[config.mk]
export PLATFORM = sky130hd
export DESIGN_NAME = sensor_command_packet_framer
export DESIGN_NICKNAME = d
export VERILOG_FILES = /design/src/sv/scpf_pkg.sv /design/src/sv/scpf_cell.sv /design/src/sv/scpf_builder.sv /design/src/sv/sensor_command_packet_framer.sv
export SDC_FILE = /design/constraint.sdc
export NUM_CORES = 1
export LEC_CHECK = 0
export BUFFER_PORTS_ARGS = -buffer_cell sky130_fd_sc_hd__buf_4
export CAP_MARGIN = 40
export CELL_PAD_IN_SITES_DETAIL_PLACEMENT = 0
export CELL_PAD_IN_SITES_GLOBAL_PLACEMENT = 1
export CORE_MARGIN = 4
export CORE_UTILIZATION = 45
export DETAILED_ROUTE_END_ITERATION = 6
export GPL_TIMING_DRIVEN = 0
export PLACE_DENSITY_LB_ADDON = 0.3
export SLEW_MARGIN = 10
export SYNTH_ARGS = -nofsm -noshare
export SYNTH_HDL_FRONTEND = slang
export SYNTH_SLANG_ARGS = --single-unit
export TNS_END_PERCENT = 20
[constraint.sdc]
create_clock -name clk_i -period 6.1 [get_ports clk_i]
set_clock_uncertainty 0.15 [all_clocks]
set_input_delay 1.22 -clock clk_i [delete_from_list [all_inputs] [get_ports clk_i]]
set_output_delay 1.22 -clock clk_i [all_outputs]
set_load 0.05 [all_outputs]
[src/sv/scpf_pkg.sv]
// Shared types and constants for the sensor command packet framer.
// No dependencies; imported by every module of the block.
package scpf_pkg;

  localparam int unsigned PARAM_FIELDS   = 5;
  localparam int unsigned MAX_PARAMS_DEF = 5;
  localparam int unsigned FIXED_BYTES    = 12;   // header..opcode plus checksum

  localparam logic [7:0]  HDR_HI     = 8'hEF;
  localparam logic [7:0]  HDR_LO     = 8'h01;
  localparam logic [7:0]  PKT_FLAG   = 8'h01;
  localparam logic [31:0] ADDR_RESET = 32'hFFFF_FFFF;

  // One packet byte as it sits in a cell of the output chain.
  typedef struct packed {
    logic       valid;
    logic [7:0] data;
    logic       last;
  } scpf_beat_t;

endpackage

[src/sv/scpf_cell.sv]
// One cell of the output chain: holds a single packet beat.
// Depends on scpf_pkg for the beat type.
module scpf_cell
  import scpf_pkg::*;
(
  input  logic       clk_i,
  input  logic       rst_ni,
  input  logic       load_i,
  input  logic       shift_i,
  input  scpf_beat_t load_beat_i,
  input  scpf_beat_t next_beat_i,
  output scpf_beat_t beat_o
);

  logic       valid_q, valid_d;
  logic [7:0] data_q, data_d;
  logic       last_q, last_d;

  always_comb begin
    valid_d = valid_q;
    data_d  = data_q;
    last_d  = last_q;
    if (load_i) begin
      valid_d = load_beat_i.valid;
      data_d  = load_beat_i.data;
      last_d  = load_beat_i.last;
    end else if (shift_i) begin
      valid_d = next_beat_i.valid;
      data_d  = next_beat_i.data;
      last_d  = next_beat_i.last;
    end
  end

  always_ff @(posedge clk_i or negedge rst_ni) begin
    if (!rst_ni) begin
      valid_q <= 1'b0;
    end else begin
      valid_q <= valid_d;
    end
  end

  always_ff @(posedge clk_i) begin
    data_q <= data_d;
    last_q <= last_d;
  end

  assign beat_o = '{valid: valid_q, data: data_q, last: last_q};

endmodule

[src/sv/scpf_builder.sv]
// Packet builder: lays out one command as a row of beats and forms the checksum.
// Depends on scpf_pkg for constants and the beat type.
module scpf_builder
  import scpf_pkg::*;
#(
  parameter int unsigned LIMIT = MAX_PARAMS_DEF,
  parameter int unsigned DEPTH = FIXED_BYTES + LIMIT
) (
  input  logic [31:0]                   device_address_i,
  input  logic [7:0]                    opcode_i,
  input  logic [2:0]                    param_count_i,
  input  logic [PARAM_FIELDS-1:0][7:0]  params_i,
  output scpf_beat_t [DEPTH-1:0]        packet_o
);

  logic [2:0]  cnt;
  logic [15:0] length;
  logic [15:0] sum;

  // Saturate the count to the usable parameter fields.
  assign cnt    = (32'(param_count_i) > LIMIT) ? 3'(LIMIT) : param_count_i;
  assign length = 16'(cnt) + 16'd3;

  always_comb begin
    sum = 16'(PKT_FLAG) + length + 16'(opcode_i);
    for (int j = 0; j < LIMIT; j++) begin
      if (j < 32'(cnt)) begin
        sum = sum + 16'(params_i[j]);
      end
    end
  end

  always_comb begin
    for (int i = 0; i < DEPTH; i++) begin
      packet_o[i].valid = (i < 32'(cnt) + FIXED_BYTES);
      packet_o[i].last  = (i == 32'(cnt) + FIXED_BYTES - 1);
      packet_o[i].data  = 8'h00;
      case (i)
        0:       packet_o[i].data = HDR_HI;
        1:       packet_o[i].data = HDR_LO;
        2:       packet_o[i].data = device_address_i[31:24];
        3:       packet_o[i].data = device_address_i[23:16];
        4:       packet_o[i].data = device_address_i[15:8];
        5:       packet_o[i].data = device_address_i[7:0];
        6:       packet_o[i].data = PKT_FLAG;
        7:       packet_o[i].data = length[15:8];
        8:       packet_o[i].data = length[7:0];
        9:       packet_o[i].data = opcode_i;
        default: begin
          if (i < 32'(cnt) + 10) begin
            packet_o[i].data =
              params_i[(i + PARAM_FIELDS - 10 % PARAM_FIELDS) % PARAM_FIELDS];
          end else if (i == 32'(cnt) + 10) begin
            packet_o[i].data = sum[15:8];
          end else begin
            packet_o[i].data = sum[7:0];
          end
        end
      endcase
    end
  end

endmodule

[src/sv/sensor_command_packet_framer.sv]
// Top level of the sensor command packet framer.
// Depends on scpf_pkg, scpf_builder and scpf_cell.
//
// Usage:
//   Input channel (in_valid_i / in_ready_o) takes one command per beat: an
//   opcode and up to five parameter bytes, param_count_i saying how many
//   are used. Counts beyond the usable fields saturate.
//   Output channel (out_valid_o / out_ready_i) delivers the command packet
//   one byte per beat: EF 01, address (4 bytes, high first), flag 01,
//   length (2 bytes), opcode, parameters, 16-bit checksum; last_o marks
//   the low checksum byte.
//   Configuration: cfg_we_i writes cfg_wdata_i into the device address.
//   The first packet byte is offered in the cycle after acceptance.
//   Throughput: a packet holds 12 + count bytes (12 to 17); the output
//   chain shifts one byte per cycle while out_ready_i is high. A new
//   command is taken in the cycle the final byte of the previous packet
//   leaves, so packets stream without gaps.
//   Reset: the chain empties and the address returns to FFFFFFFF.
//   Stall: while out_ready_i is low a waiting packet holds in the chain and
//   no new command is taken; an empty chain still takes one.
module sensor_command_packet_framer
  import scpf_pkg::*;
#(
  parameter int unsigned MAX_PARAMS = MAX_PARAMS_DEF
) (
  input  logic        clk_i,
  input  logic        rst_ni,
  input  logic        cfg_we_i,
  input  logic [31:0] cfg_wdata_i,
  input  logic        in_valid_i,
  output logic        in_ready_o,
  input  logic [7:0]  opcode_i,
  input  logic [2:0]  param_count_i,
  input  logic [7:0]  param0_i,
  input  logic [7:0]  param1_i,
  input  logic [7:0]  param2_i,
  input  logic [7:0]  param3_i,
  input  logic [7:0]  param4_i,
  output logic        out_valid_o,
  input  logic        out_ready_i,
  output logic [7:0]  tx_byte_o,
  output logic        last_o
);

  localparam int unsigned LIMIT = (MAX_PARAMS < PARAM_FIELDS) ? MAX_PARAMS : PARAM_FIELDS;
  localparam int unsigned DEPTH = FIXED_BYTES + LIMIT;

  logic [31:0]                  device_address_q;
  logic [PARAM_FIELDS-1:0][7:0] params;
  scpf_beat_t [DEPTH-1:0]       packet;
  scpf_beat_t [DEPTH:0]         chain;   // chain[DEPTH] feeds the tail with an empty beat
  logic                         load;
  logic                         shift;

  // Hold the device address; write it only while the framer is idle (the block does not enforce this).
  always_ff @(posedge clk_i or negedge rst_ni) begin
    if (!rst_ni) begin
      device_address_q <= ADDR_RESET;
    end else if (cfg_we_i) begin
      device_address_q <= cfg_wdata_i;
    end
  end

  assign params = {param4_i, param3_i, param2_i, param1_i, param0_i};

  scpf_builder #(
    .LIMIT (LIMIT),
    .DEPTH (DEPTH)
  ) u_builder (
    .device_address_i (device_address_q),
    .opcode_i         (opcode_i),
    .param_count_i    (param_count_i),
    .params_i         (params),
    .packet_o         (packet)
  );

  // Packets always sit aligned at the head, so the head cell is valid
  // whenever any cell is. Take a new command when the chain is empty or
  // when only the head beat remains and it is being taken.
  assign shift      = chain[0].valid && out_ready_i;
  assign in_ready_o = !chain[0].valid || (!chain[1].valid && out_ready_i);
  assign load       = in_valid_i && in_ready_o;

  assign chain[DEPTH] = '{valid: 1'b0, data: 8'h00, last: 1'b0};

  for (genvar k = 0; k < DEPTH; k++) begin : g_cell
    scpf_cell u_cell (
      .clk_i       (clk_i),
      .rst_ni      (rst_ni),
      .load_i      (load),
      .shift_i     (shift),
      .load_beat_i (packet[k]),
      .next_beat_i (chain[k+1]),
      .beat_o      (chain[k])
    );
  end

  // Drive the output beat straight from the head cell.
  assign out_valid_o = chain[0].valid;
  assign tx_byte_o   = chain[0].data;
  assign last_o      = chain[0].last;

endmodule
== Word-level counts from Yosys, hierarchy flattened ==
Index checks and enable logic that the tools add are counted.

* Bits in registers: 202
* Bits of input ports: 88
* Output and inout port bits: 11
* Word-level logic and storage cells: 239

* $add $sub $neg: 11
* $lt $le $gt $ge: 30
* Equal/unequal tests: 23
* Muxes and demuxes: 115
* Reduce and logical (&&, ||, !) cells: 8

{| class="wikitable"
|+ Operators with widths
! kind !! number
|-
| equality test 4 x 32 -> 1 bit, first input constant || 14
|-
| < comparator 4 x 32 -> 1 bit, first input constant || 14
|-
| two-way mux 8 bit || 42
|-
| equality test 3 x 32 -> 1 bit, first input constant || 4
|-
| < comparator 3 x 32 -> 1 bit, first input constant || 4
|-
| adder 16 x 8 -> 16 bit || 6
|-
| two-way mux 16 bit || 5
|-
| two-way mux 1 bit || 67
|-
| equality test 2 x 32 -> 1 bit, first input constant || 2
|-
| equality test 5 x 32 -> 1 bit, first input constant || 2
|-
| < comparator 1 x 32 -> 1 bit, first input constant || 2
|-
| < comparator 2 x 32 -> 1 bit, first input constant || 2
|-
| < comparator 5 x 32 -> 1 bit, first input constant || 2
|-
| equality test 1 x 32 -> 1 bit, first input constant || 1
|-
| logical NOT 32 bit || 1
|-
| subtractor 32 x 1 -> 32 bit, second input constant || 1
|-
| adder 1 x 16 -> 16 bit, first input constant || 1
|-
| adder 3 x 4 -> 5 bit, second input constant || 2
|-
| < comparator 1 x 3 -> 1 bit, first input constant || 2
|-
| < comparator 2 x 3 -> 1 bit, first input constant || 2
|-
| adder 3 x 2 -> 4 bit, second input constant || 1
|-
| greater-than comparator 3 bit, second input constant || 1
|-
| logical AND 1 bit || 3
|-
| < comparator 3 bit, first input constant || 1
|-
| 4 further kinds || 5
|}

== Depth between registers and ports, before layout ==
* Depth after elaboration: 18
* Gate-level depth with buffers: 42
* Gate-level depth less buffers: 41

== Modules after synthesis ==
A second synthesis with hierarchy kept.

* Cells, all modules: 1140
* Area total of the unflattened synthesis: 13696.9 um2

{| class="wikitable"
|+ Modules (own cells, without submodules)
! module !! times used !! cells an instance !! area each (um2) !! sequential area each (um2)
|-
| scpf_cell || 17 || 26 || 474.2 || 295.3
|-
| scpf_builder || 1 || 625 || 4222.8 || 0.0
|-
| sensor_command_packet_framer || 1 || 73 || 1412.6 || 840.8
|}

== Worst setup path before layout ==
Ideal clock, no wire load.

* Path kind: in2reg
* Start: input port param_count_i[2]
* End: register g_cell[13].u_cell.data_q[1] (data pin)
* Setup time: 285 ps
* Arrival: 8855 ps
* Data required time: 5665 ps
* Setup slack: -3191 ps
* Stages on the path: 41
* Buffers on the path: 1
* Path through: inv_2 > buf_1 > nand2_1 > inv_1 > ha_1 > clkinv_1 > nand2_1 > ha_1 > a21oi_1 > nand2_1 > xor2_1 > ha_1 > or3_2 > nand3_1 > nand2_1 > ha_1 > o21a_1 > o31a_4 > [... 5 more ...] > o31a_1 > a211oi_1 > a21o_1 > ha_1 > or2_2 > a21oi_1 > nor2_1 > a21oi_1 > xor2_1 > a21oi_1 > ha_1 > and3_1 > nand3_1 > a21oi_1 > xor2_1 > a21oi_1 > xnor2_1 > a221oi_1

* Cells in the longest elaborated chain, start to end: 18
* Elaborated cells between the ends (all ways): 26
* Those cells by class: add/sub: 9; order compare: 7; eq/ne: 1; mux: 9

{| class="wikitable"
|+ RTL lines
! what !! RTL line !! RTL
|-
| start, declared || sensor_command_packet_framer.sv:33 || <nowiki>input logic [2:0] param_count_i,</nowiki>
|-
| greater-than comparator 3 bit || scpf_builder.sv:21 || <nowiki>assign cnt = (32'(param_count_i) > LIMIT) ? 3'(LIMIT) : param_count_i;</nowiki>
|-
| two-way mux 3 bit * || scpf_builder.sv:21 ||
|-
| adder 3 x 2 -> 4 bit || scpf_builder.sv:22 || <nowiki>assign length = 16'(cnt) + 16'd3;</nowiki>
|-
| adder 1 x 16 -> 16 bit || scpf_builder.sv:25 || <nowiki>sum = 16'(PKT_FLAG) + length + 16'(opcode_i);</nowiki>
|-
| adder 16 x 8 -> 16 bit || scpf_builder.sv:25 ||
|-
| adder 16 x 8 -> 16 bit || scpf_builder.sv:28 || <nowiki>sum = sum + 16'(params_i[j]);</nowiki>
|-
| two-way mux 16 bit || scpf_builder.sv:27 || <nowiki>if (j < 32'(cnt)) begin</nowiki>
|-
| adder 16 x 8 -> 16 bit || scpf_builder.sv:28 ||
|-
| [... 3 more ...] || - ||
|-
| adder 16 x 8 -> 16 bit || scpf_builder.sv:28 ||
|-
| two-way mux 16 bit || scpf_builder.sv:27 ||
|-
| adder 16 x 8 -> 16 bit || scpf_builder.sv:28 ||
|-
| two-way mux 16 bit || scpf_builder.sv:27 ||
|-
| two-way mux 8 bit || scpf_builder.sv:53 || <nowiki>end else if (i == 32'(cnt) + 10) begin</nowiki>
|-
| two-way mux 8 bit * || scpf_builder.sv:50 || <nowiki>if (i < 32'(cnt) + 10) begin</nowiki>
|-
| two-way mux 8 bit * || scpf_cell.sv:23 || <nowiki>if (load_i) begin</nowiki>
|-
| net g_cell[13].u_cell.data_d[1] || scpf_cell.sv:16 || <nowiki>logic [7:0] data_q, data_d;</nowiki>
|-
| end signal, assigned || scpf_cell.sv:43 || <nowiki>data_q <= data_d;</nowiki>
|-
| end, declared || scpf_cell.sv:16 ||
|}

Mark *: on every way through the listed nets, which the timed path passes. The rest lies on a longest branch.
A chain may end at the register's enable or synchronous reset.

== Final worst setup path ==
* Start: input port param_count_i[2]
* End: register g_cell[10].u_cell.data_q[2] (data pin)

* Cells in the longest elaborated chain, start to end: 18
* Elaborated cells between the ends (all ways): 26
* Those cells by class: add/sub: 9; order compare: 7; eq/ne: 1; mux: 9

{| class="wikitable"
|+ RTL lines
! what !! RTL line
|-
| greater-than comparator 3 bit || scpf_builder.sv:21
|-
| two-way mux 3 bit * || scpf_builder.sv:21
|-
| adder 3 x 2 -> 4 bit || scpf_builder.sv:22
|-
| adder 1 x 16 -> 16 bit || scpf_builder.sv:25
|-
| adder 16 x 8 -> 16 bit || scpf_builder.sv:25
|-
| adder 16 x 8 -> 16 bit || scpf_builder.sv:28
|-
| two-way mux 16 bit || scpf_builder.sv:27
|-
| adder 16 x 8 -> 16 bit || scpf_builder.sv:28
|-
| [... 3 more ...] || -
|-
| adder 16 x 8 -> 16 bit || scpf_builder.sv:28
|-
| two-way mux 16 bit || scpf_builder.sv:27
|-
| adder 16 x 8 -> 16 bit || scpf_builder.sv:28
|-
| two-way mux 16 bit || scpf_builder.sv:27
|-
| two-way mux 8 bit || scpf_builder.sv:53
|-
| two-way mux 8 bit * || scpf_builder.sv:50
|-
| two-way mux 8 bit * || scpf_cell.sv:23
|-
| net g_cell[10].u_cell.data_d[2] || scpf_cell.sv:16
|-
| end signal, assigned || scpf_cell.sv:43
|-
| end, declared || scpf_cell.sv:16
|}

Marked as above.

==> results.yml <==
power:
  p_int_mw: 4.67
  power_density_mw_per_mm2: 500
  seq_power_share_pct: 29.3
  ir_worst_vdd_v: 0.000390
  p_comb_share_pct: 53.2
  clkPwrFrac_pct: 17.5
  switching_share_pct: 38.9
  power_mw: 7.64
  leakage_nw: 6.21
  power.switching_mw: 2.97
job:
  cap_violations: 0
setup_path:
  critPathKind: "in -> reg"
  crit_family: "compound AO/OA/AOI/OAI gates"
  cp-start-kind: "input pin"
  r2r_setup_slack_ns: 2.39
  cp_data_required_time_ns: 6.25
  cp_slowest_stage_delay_ns: 0.35
  endpoint_kind: "flip-flop"
  r2r_end: "g_cell[7].u_cell.data_q[2]"
  arrival_ns: 8.50
  cp_num_buf_inv: 4
  setup.worst_path.start: "param_count_i[2]"
  worst-path-stages: 42
  cpMaxStageDelayCell: "ha_1"
  reg2reg_depth: 8
  cp-endpoint: "g_cell[10].u_cell.data_q[2]"
  cpMostUsedCell: "ha_4"
  crit_path_max_fanout: 7
  reg2reg_from: "g_cell[1].u_cell.valid_q"
cts:
  cts_buffers: 22
  postCtsHoldBufs: 0
  cts.root.buffer_cell: "clkbuf_16"
  clk_latency_ns: 0.50
  clock-sinks: 202
  cts.path.max_buffers: 3
  cts_tree: "done"
  h-tree-depth: 1
  clk_pin_slew_worst_paths_ns: 0.06
finish:
  area_growth_pct: 29.0
  drive_above_1_share_pct: 30.5
  post-route-util_pct: 58.8
  finalInstanceArea_mm2: 0.0153
  nets: 1553
  antenna_cells: 0
detailed_routing:
  drc: 0
  drtIter0Drc: 822
  ant_nets: 0
  viasPerCell: 5.70
  num_vias: 9987
  wl_met2_um: 17200
  drt_pre_antenna_iters: 5
  highest_layer: "met4"
  wl_per_cell_um: 20.5
  met3WireLength_um: 2370
  wl_met1_um: 15400
  postRouteWirelength_um: 35900
global_route:
  overflow: 0
  grt_first_pass_wirelength_um: 55000
  grt.total_usage_pct: 24.2
  antenna_found_initial: 0
  grt_pass1_vias: 9721
  grt_max_degree: 51
placed_design:
  io_buffers: 97
  dp_hpwl_um: 25800
  post-place-ws_ns: -3.73
  dpl-instance-area_mm2: 0.0134
  gp_congestion: 0.963
yosys:
  synth_edf_count: 129
  syn_area_mm2: 0.0118
  synth_xor_area_share_pct: 3.02
  yosys.area_share.simple_pct: 18.4
  synth_compound_gate_area_share_pct: 15.4
  syn_area_per_cell_um2: 9.71
  synth-seq-cells: 202
  synth_flop_cell: "edfxtp_1"
  synthCells: 1220
  yosys.cell_types.count: 79
  seq_area_frac_synth_pct: 47.4
  async_flop_share_pct: 24.3
  synth_top_family_by_area: "simple AND/OR/NAND/NOR gates"
  yosysWarnings: 0
  synthAdderAreaFrac_pct: 7.14
  yosys-mux-area-fraction_pct: 4.69
  syn_nets: 1372
sta:
  maxSlewViolCount: 0
  finalCritPeriodShare_pct: 137
  maxSlewHeadroom_pct: 38.5
  period_minus_slack_ns: 8.35
  worst_pin_slew_ns: 0.897
  rsz0062_at_grt: "yes"
  setup-violations-final: 54
  fmax_mhz: 120
  fin_ws_ns: -2.25
  finalHoldViolCount: 0
worst_hold_path:
  holdPathStages: 2
  hold_path_class: "reg -> reg"
outcome:
  status: "finished, violations left"
  violations: "negative setup slack"
floorplan:
  core_area_mm2: 0.0260
  start_util_pct: 45.6
  die_x_um: 170
  die_h_um: 170
  rows: 59
  io_pins: 99
  dieArea_mm2: 0.0290
-- worst reg2reg max path: stages, from the launching register on --
cell and delay (ns):
dfrtp_1 0.37, o21ai_0 0.47, nand2_1 0.43, clkbuf_8 0.32, clkbuf_8 0.19, clkbuf_1 0.27
nand2_4 0.51, buf_12 0.32, buf_16 0.31
-- cells in the mapped netlist (5+ instances only) --
cell      count  area, um^2
nor3b_1       5        37.5
and2_1       33         206
o221ai_1      5        43.8
mux2_2       41         462
edfxtp_1    129        3870
clkbuf_1     44         165
dfxtp_1      24         480
nor3_1       15        75.1
xnor2_1      20         175
nand2_1     267        1000
fa_1          6         120
dfrtp_1      17         425
inv_1        28         105
nand3_1      36         180
nand4_1       6        37.5
o21ai_0      86         430
nand2b_1      6        37.5
a21boi_0      5        37.5
and3_1       12        75.1
buf_1         7        26.3
a21o_1       10        75.1
a31oi_1       9        56.3
or3_1         7        43.8
o21a_1       12        90.1
buf_4         8        60.1
nor2_1       74         278
a221oi_1     18         158
ha_1         58         726
a21oi_1      76         380
o31ai_1       5        37.5
mux2i_1       8        80.1
xor2_1       14         123
nor2b_1       9        56.3
a211oi_1     11        82.6
dfstp_2      32         841
-- logic make-up (layout without fill, tap and decap cells) --
family / count (synthesis) / in the layout
and+or+nand+nor: 485 / 485
AOI/OAI and AO/OA: 284 / 284
DFF: 202 / 202
buffers and inverters: 98 / 295
adders and majority gates: 64 / 64
muxes: 50 / 50
xor gates and xnor gates: 37 / 37
-- cell type report --
cell class,instances,area [um^2]
fill,2285,10700
multi-input combinational,920,6700
sequential,202,5620
timing repair buffer,158,1260
clock buffer,26,607
tap,335,419
buffer,65,403
inverter,32,154
clock inverter,14,116
-- how the worst min path moves through the flow --
stage | start | endpoint | slack, ns
floorplan | g_cell[1].u_cell.data_q[4] | g_cell[0].u_cell.data_q[4] | 0.28
global placement | g_cell[1].u_cell.data_q[4] | g_cell[0].u_cell.data_q[4] | 0.29
detailed placement | g_cell[1].u_cell.data_q[1] | g_cell[1].u_cell.data_q[1] | 0.30
CTS | g_cell[1].u_cell.data_q[1] | g_cell[1].u_cell.data_q[1] | 0.30
global route | g_cell[1].u_cell.data_q[1] | g_cell[1].u_cell.data_q[1] | 0.33
finish | g_cell[1].u_cell.data_q[1] | g_cell[1].u_cell.data_q[1] | 0.30
-- per-layer routing --
layer  up-vias  track usage (%)
met4         0             6.60
met1      4886             33.0
li1       4721                -
met3        59             3.28
met2       321             40.7
met5         -                0
-- what timing repair did --
action | 4_1_cts | 5_1_grt
pin swaps | 58 | 43
resized for setup | 112 | 39
setup endpoints to repair | 55 | 54
endpoints found under the hold margin | 0 | 0
setup buffers | 42 | 11
-- flip-flops by register name, summed over array words and instances (netlist names) --
| register | flops |
|---|---|
| g_cell.u_cell.last_q | 17 |
| device_address_q | 32 |
| g_cell.u_cell.data_q | 136 |
| g_cell.u_cell.valid_q | 17 |
-- power by group through the flow --
| stage | Sequential (mW) | Clock [mW] | Combinational [mW] |
|---|---|---|---|
| final | 2.24 | 1.34 | 4.06 |
| after global routing | 2.29 | 1.43 | 4.37 |
| after CTS | 2.24 | 1.36 | 3.81 |
| after detailed placement | 2.26 | 0 | 3.14 |
| after global placement | 2.29 | 0 | 3.06 |
| after floorplan | 2.24 | 0 | 2.26 |
-- through the flow --
stage | setup TNS (ns) | cells | hold WS, ns
6_report | -96.14 | 1752 | 0.305
5_1_grt | -110.28 | 1752 | 0.335
4_1_cts | -91.64 | 1740 | 0.305
3_5_place_dp | -173.91 | 1658 | 0.297
3_3_place_gp | -397.52 | 1652 | 0.289
2_1_floorplan | -178.57 | 1220 | 0.282
-- cells in the final DEF, fill, tap and decap left out, types with 32 or more instances in the layout --
cell type	synthesis	final
nand2_1	267	261
nand3_1	36	33
clkbuf_1	44	40
and2_1	33	32
ha_1	58	32
mux2_2	41	36
nor2_1	74	71
o21ai_0	86	52
buf_4	8	154
a21oi_1	76	57
dfstp_2	32	32
edfxtp_1	129	129
Power figures use the tool's default switching activity.
